<file path="config.mk">
export PLATFORM = sky130hd
export DESIGN_NAME = bdmp_div
export DESIGN_NICKNAME = d
export VERILOG_FILES = /design/src/assert_macros.svh /design/src/bdmp_pkg.sv /design/src/bdmp_div.sv
export SDC_FILE = /design/constraint.sdc
export NUM_CORES = 1
export LEC_CHECK = 0
export BUFFER_PORTS_ARGS = -buffer_cell sky130_fd_sc_hd__buf_2
export CORE_ASPECT_RATIO = 0.75
export CORE_MARGIN = 2
export CORE_UTILIZATION = 55
export CTS_BUF_LIST = sky130_fd_sc_hd__clkbuf_2 sky130_fd_sc_hd__clkbuf_4 sky130_fd_sc_hd__clkbuf_8
export DETAILED_ROUTE_END_ITERATION = 10
export PLACE_DENSITY = 0.93
export SLEW_MARGIN = 20
export SYNTH_ARGS = -nofsm -noshare
export SYNTH_HDL_FRONTEND = slang
export SYNTH_SLANG_ARGS = --single-unit
</file>
<file path="constraint.sdc">
create_clock -name clock -period 3.9 [get_ports clock]
set_clock_uncertainty 0.1 [all_clocks]
set_input_delay 0.195 -clock clock [delete_from_list [all_inputs] [get_ports clock]]
set_output_delay 0.195 -clock clock [all_outputs]
set_load 0.01 [all_outputs]
</file>
<file path="src/assert_macros.svh">
// Assertion macros included by the top-level RTL file.
`ifndef ASSERT_MACROS_SVH
`define ASSERT_MACROS_SVH

// Property must hold at every clock edge outside reset.
`define ASSERT_CLK(label, prop, msg) \
   label: assert property (@(posedge clock) disable iff (reset) prop) else $error(msg);

// Expression must never be true outside reset.
`define ASSERT_NEVER(label, expr, msg) \
   label: assert property (@(posedge clock) disable iff (reset) !(expr)) else $error(msg);

`endif

</file>
<file path="src/bdmp_pkg.sv">
// Shared constants and types for the box disparity mode position block.
package bdmp_pkg;

   localparam int MAX_PIXELS_DEF = 4096;
   localparam int HIST_BINS_DEF  = 1024;

   localparam int DIST_W = 24;
   localparam logic [DIST_W-1:0] DIST_MAX = 24'hFFFFFF;

   // Shared divider: dividend enters left aligned, one quotient bit a cycle.
   localparam int DVD_W  = 56;
   localparam int DSR_W  = 25;
   localparam int ITER_W = 6;

   localparam int CSR_IDX_W = 3;
   localparam int CSR_DAT_W = 24;
   localparam logic [CSR_IDX_W-1:0] CSR_BASELINE = 3'd0;
   localparam logic [CSR_IDX_W-1:0] CSR_BF       = 3'd1;
   localparam logic [CSR_IDX_W-1:0] CSR_DINF     = 3'd2;
   localparam logic [CSR_IDX_W-1:0] CSR_WIDTH    = 3'd3;
   localparam logic [CSR_IDX_W-1:0] CSR_HEIGHT   = 3'd4;

   typedef struct packed {
      logic              go;
      logic [ITER_W-1:0] iters;
   } div_req_type;

endpackage

</file>
<file path="src/bdmp_div.sv">
// Restoring unsigned divider, one quotient bit per cycle.
module bdmp_div (
   input  logic                       clock,
   input  logic                       reset,
   input  bdmp_pkg::div_req_type      req,
   input  logic [bdmp_pkg::DVD_W-1:0] dividend,
   input  logic [bdmp_pkg::DSR_W-1:0] divisor,
   output logic                       done,
   output logic [bdmp_pkg::DVD_W-1:0] quotient
);
   import bdmp_pkg::*;

   logic [DVD_W-1:0]  dvd_ff, dvd_in;
   logic [DSR_W-1:0]  rem_ff, rem_in;
   logic [DSR_W-1:0]  dsr_ff, dsr_in;
   logic [ITER_W-1:0] cnt_ff, cnt_in;
   logic              run_ff, run_in;
   logic              done_ff, done_in;

   logic [DSR_W:0]    rem_sh;
   logic [DSR_W+1:0]  diff;
   logic              fits;

   always_comb begin
      rem_sh = {rem_ff, dvd_ff[DVD_W-1]};
      diff   = {1'b0, rem_sh} - {2'b00, dsr_ff};
      fits   = !diff[DSR_W+1];
      dvd_in  = dvd_ff;
      rem_in  = rem_ff;
      dsr_in  = dsr_ff;
      cnt_in  = cnt_ff;
      run_in  = run_ff;
      done_in = 1'b0;
      if (req.go) begin
         dvd_in = dividend;
         rem_in = '0;
         dsr_in = divisor;
         cnt_in = req.iters;
         run_in = 1'b1;
      end else if (run_ff) begin
         dvd_in = {dvd_ff[DVD_W-2:0], fits};
         rem_in = fits ? diff[DSR_W-1:0] : rem_sh[DSR_W-1:0];
         cnt_in = cnt_ff - 1'b1;
         if (cnt_ff == ITER_W'(1)) begin
            run_in  = 1'b0;
            done_in = 1'b1;
         end
      end
   end

   always_ff @(posedge clock) begin
      if (reset) begin
         run_ff  <= 1'b0;
         done_ff <= 1'b0;
      end else begin
         run_ff  <= run_in;
         done_ff <= done_in;
      end
      dvd_ff <= dvd_in;
      rem_ff <= rem_in;
      dsr_ff <= dsr_in;
      cnt_ff <= cnt_in;
   end

   assign done     = done_ff;
   assign quotient = dvd_ff;

endmodule

</file>
==> out/results.md <==
Synth
- 509 — Post-Syn Instances
- 44.1% — top-area cell type share of the netlist area
- 627 — net count after synthesis
- edfxtp_1 — commonest register cell after synthesis
- 54 — number of distinct standard cells referenced by the synthesized netlist
- 114 — FF+latch count, synth
- 0 — Warnings, synthesis
- edfxtp_1 — cell taking the most area after synthesis
- 53.3% — register area share after synthesis
- edfxtp_1 (44%), mux2_2 (10%), dfxtp_1 (9.1%) — biggest area contributors in the synthesized netlist
- 11.6 µm² — Avg Inst Size Synth
- 87 — count of flip-flops with a built-in enable after synthesis
- 5920 µm² — synthesized cell area
- 0% — fraction of synthesis flops using an asynchronous set or reset pin

Pwr
- 43.3% — proportion of power drawn by flip-flops and latches
- 0.00248 W — internal power contribution
- 0.00354 W — Design Power
- 3.51 nW — leak pwr
- 23.6% — share of total power in combinational logic
- 33.1% — part of the total power dissipated in the clock network
- 29.8% — proportion of total power due to net switching
- 0.376 mV — peak supply drop
- 438 nW/µm² — power per standard cell area
- 0.00105 W — Net Switching

Placement
- 146 — Port Buffer Count
- 9.48 mm — detailed placer's ending HPWL
- 0.773 ns — pre-CTS worst setup slack
- 0.922 — GP Congestion

Worst setup path
- register to register — Worst Setup Path Type
- 4.16 ns — required time reported for the critical path endpoint
- register — critical path startpoint category
- register — critical path endpoint category
- 3.50 ns — data arrival time of the critical path
- 34 — largest fanout on the critical path

Clocking
- 4 — depth of the CTS H-tree
- 114 — number of sinks driven by the clock tree
- 0.42 ns — worst skew pair latency
- 2 — number of buffers on the longest clock path
- 0.08 ns — Clock Pin Slew Worst Setup and Hold Paths
- 0 — Post-CTS Setup Bufs
- 17 — number of clock buffers inserted by TritonCTS
- yes — CTS tree
- clkbuf_8 — buffer cell driving the clock tree root

Floorplanning
- 147 — num ports
- 93.8 µm — height of the die
- 57.1% — initial core utilization
- 32 — standard-cell row count
- 10400 µm² — core footprint
- 11600 µm² — Die Area
- 124 µm — Die W

Route
- 4922 — DR vias
- 15.4 mm — aggregate routed wire length
- 0 — DRC violations left
- 5.52 — routed via count divided by cell count
- 6 — first drt pass iteration count
- 426 — DRC violation total after the first TritonRoute iteration
- 0 — post-detailed-route count of antenna-violating nets
- 17.3 µm — wire length per cell after detailed routing

Cells and area
- 581 — fill count
- 861 — count of nets after finishing
- 36.4% — synthesis-to-layout area growth
- 0 — Antenna Cells
- 33.1% — fraction of final layout cells with drive strength greater than 1

GRT
- 27.7% — Global Route Usage Sum
- 0 — overflow left after global routing
- 24.2 mm — first-pass GRT wire length
- 60 — pin count of the biggest net entering global routing
- 0 — number of antenna violations at the first check in global routing
- 4950 — vias in the first global route

Timing
- 0 ns — Post-Route Setup TNS
- 308 MHz — highest attainable clock frequency
- no — RSZ-0062 raised after global routing
- 0 — Hold Vio Cnt, Final
- 0.717 ns — transition time at the pin with the least slew margin
- 0 — max-slew violation total from the final report
- 0 — final setup vio count
- 0.656 ns — final worst setup slack
- 3.24 ns — minimum clock period
- 83.2% — final clock period utilization by the worst path
- 52.2% — relative max-transition margin

Hold path
- input port to register — Worst Hold Class

Outcome
- completed — status

Job
- 0 — max-cap violation count

cells in the final DEF (no fill, tap or decap), drive strengths merged, types with 3 or more instances in the layout:
cell	n
o21ai	21
a21oi	33
nor2	45
dlygate4sd3	87
o22ai	3
a21o	12
o211ai	4
nand4	5
edfxtp	87
xor2	14
clkinv	5
nand2b	10
xnor2	12
mux2i	9
a211oi	22
nand3	3
mux2	55
bufinv	3
a31oi	5
ha	27
clkbuf	17
nand2	28
dfxtp	27
inv	38
buf	152
clkinvlp	4
final timing paths:
path,startpoint,end,slack (ns),cells after the start
max,quotient[55],rem_ff[24],0.66,13
min,dividend[0],quotient[0],0.05,3
max reg2reg,quotient[55],rem_ff[24],0.66,13
min reg2reg,rem_ff[14],rem_ff[14],0.41,2
routing by layer:
layer	part of all wire, %	vias to the layer above	track usage [%]	routed length (µm)
li1	-	2330	-	-
met1	40	2331	31.5	6210
met2	51	215	48.9	7910
met3	5.7	46	7.40	883
met4	2.8	0	11.6	439
met5	0	-	0	0
power by group through the flow:
stage	Combinational, W	Clock (W)	Sequential (W)
2_1_floorplan	0.000488	0	0.00157
3_3_place_gp	0.000714	0	0.00154
3_5_place_dp	0.000739	0	0.00155
4_1_cts	0.000812	0.00118	0.00153
5_1_grt	0.000908	0.00124	0.00154
6_report	0.000833	0.00117	0.00153
layout make-up:
| class | count | area [µm²] | share of cell area (%) |
|---|---|---|---|
| multi-input cells | 336 | 2540 | 31.5 |
| flip-flops and latches | 114 | 3150 | 39.0 |
| clock buffers | 17 | 234 | 2.90 |
| clock inverters | 15 | 183 | 2.26 |
| well taps | 136 | 170 | 2.11 |
| inverters | 35 | 131 | 1.63 |
| repair buffers | 239 | 1660 | 20.6 |
through the flow:
stage	std cells	hold slack (ns)	cell area, µm²	utilization (%)
after floorplan	509	0.168	5920	-
final	892	0.0521	8080	77.9
after detailed placement	773	0.273	6790	65.5
after global routing	892	0.0608	8080	77.9
after CTS	892	0.0119	8080	77.9
after global placement	773	0.272	6790	65.5
timing repair:
item	CTS	global route
resized for setup	0	0
hold endpoints to repair	88	0
setup endpoints to repair	0	0
hold buffers	87	0
critical path: stages (launching register included):
cell and delay (ns):
edfxtp_1 0.42, inv_1 0.08, ha_1 0.16, inv_1 0.06
fa_1 0.43, a211oi_2 0.25, o211ai_2 0.14, a31oi_4 0.29
o221ai_2 0.21, a21oi_4 0.34, buf_12 0.24, nand2_1 0.07
a211oi_1 0.25, a31o_1 0.14
sequential cells by signal, summed over array words and instances, names as in the netlist:
signal    cells
cnt_ff        6
quotient     56
done          1
dsr_ff       25
run_ff        1
rem_ff       25
cell usage after synthesis (all sizes together) (2+ instances only):
library cell  instances
nand3                 3
a31oi                 5
and2                  2
o221ai                2
edfxtp               87
mux2                 55
xnor2                12
ha                   27
nor2                 45
o211ai                4
a211oi               22
nand2                28
a21oi                33
mux2i                 9
a21o                 12
clkbuf               19
o22ai                 3
xor2                 14
or2                   2
buf                   5
nand2b               10
o21ai                21
dfxtp                27
nand4                 5
nor3b                 2
inv                  35
cell families (layout without fill, tap and decap cells):
| group | count (synthesis) | count (layout) | synth area share, % |
|---|---|---|---|
| compound gates | 114 | 114 | 13.0 |
| xor+xnor | 26 | 26 | 3.85 |
| fa+ha+maj | 28 | 28 | 6.05 |
| buf+inv | 59 | 306 | 3.89 |
| flops | 114 | 114 | 53.3 |
| mux | 64 | 64 | 12.0 |
| simple gates | 104 | 104 | 8.01 |
Note: power is estimated with default switching activity, not from simulation.
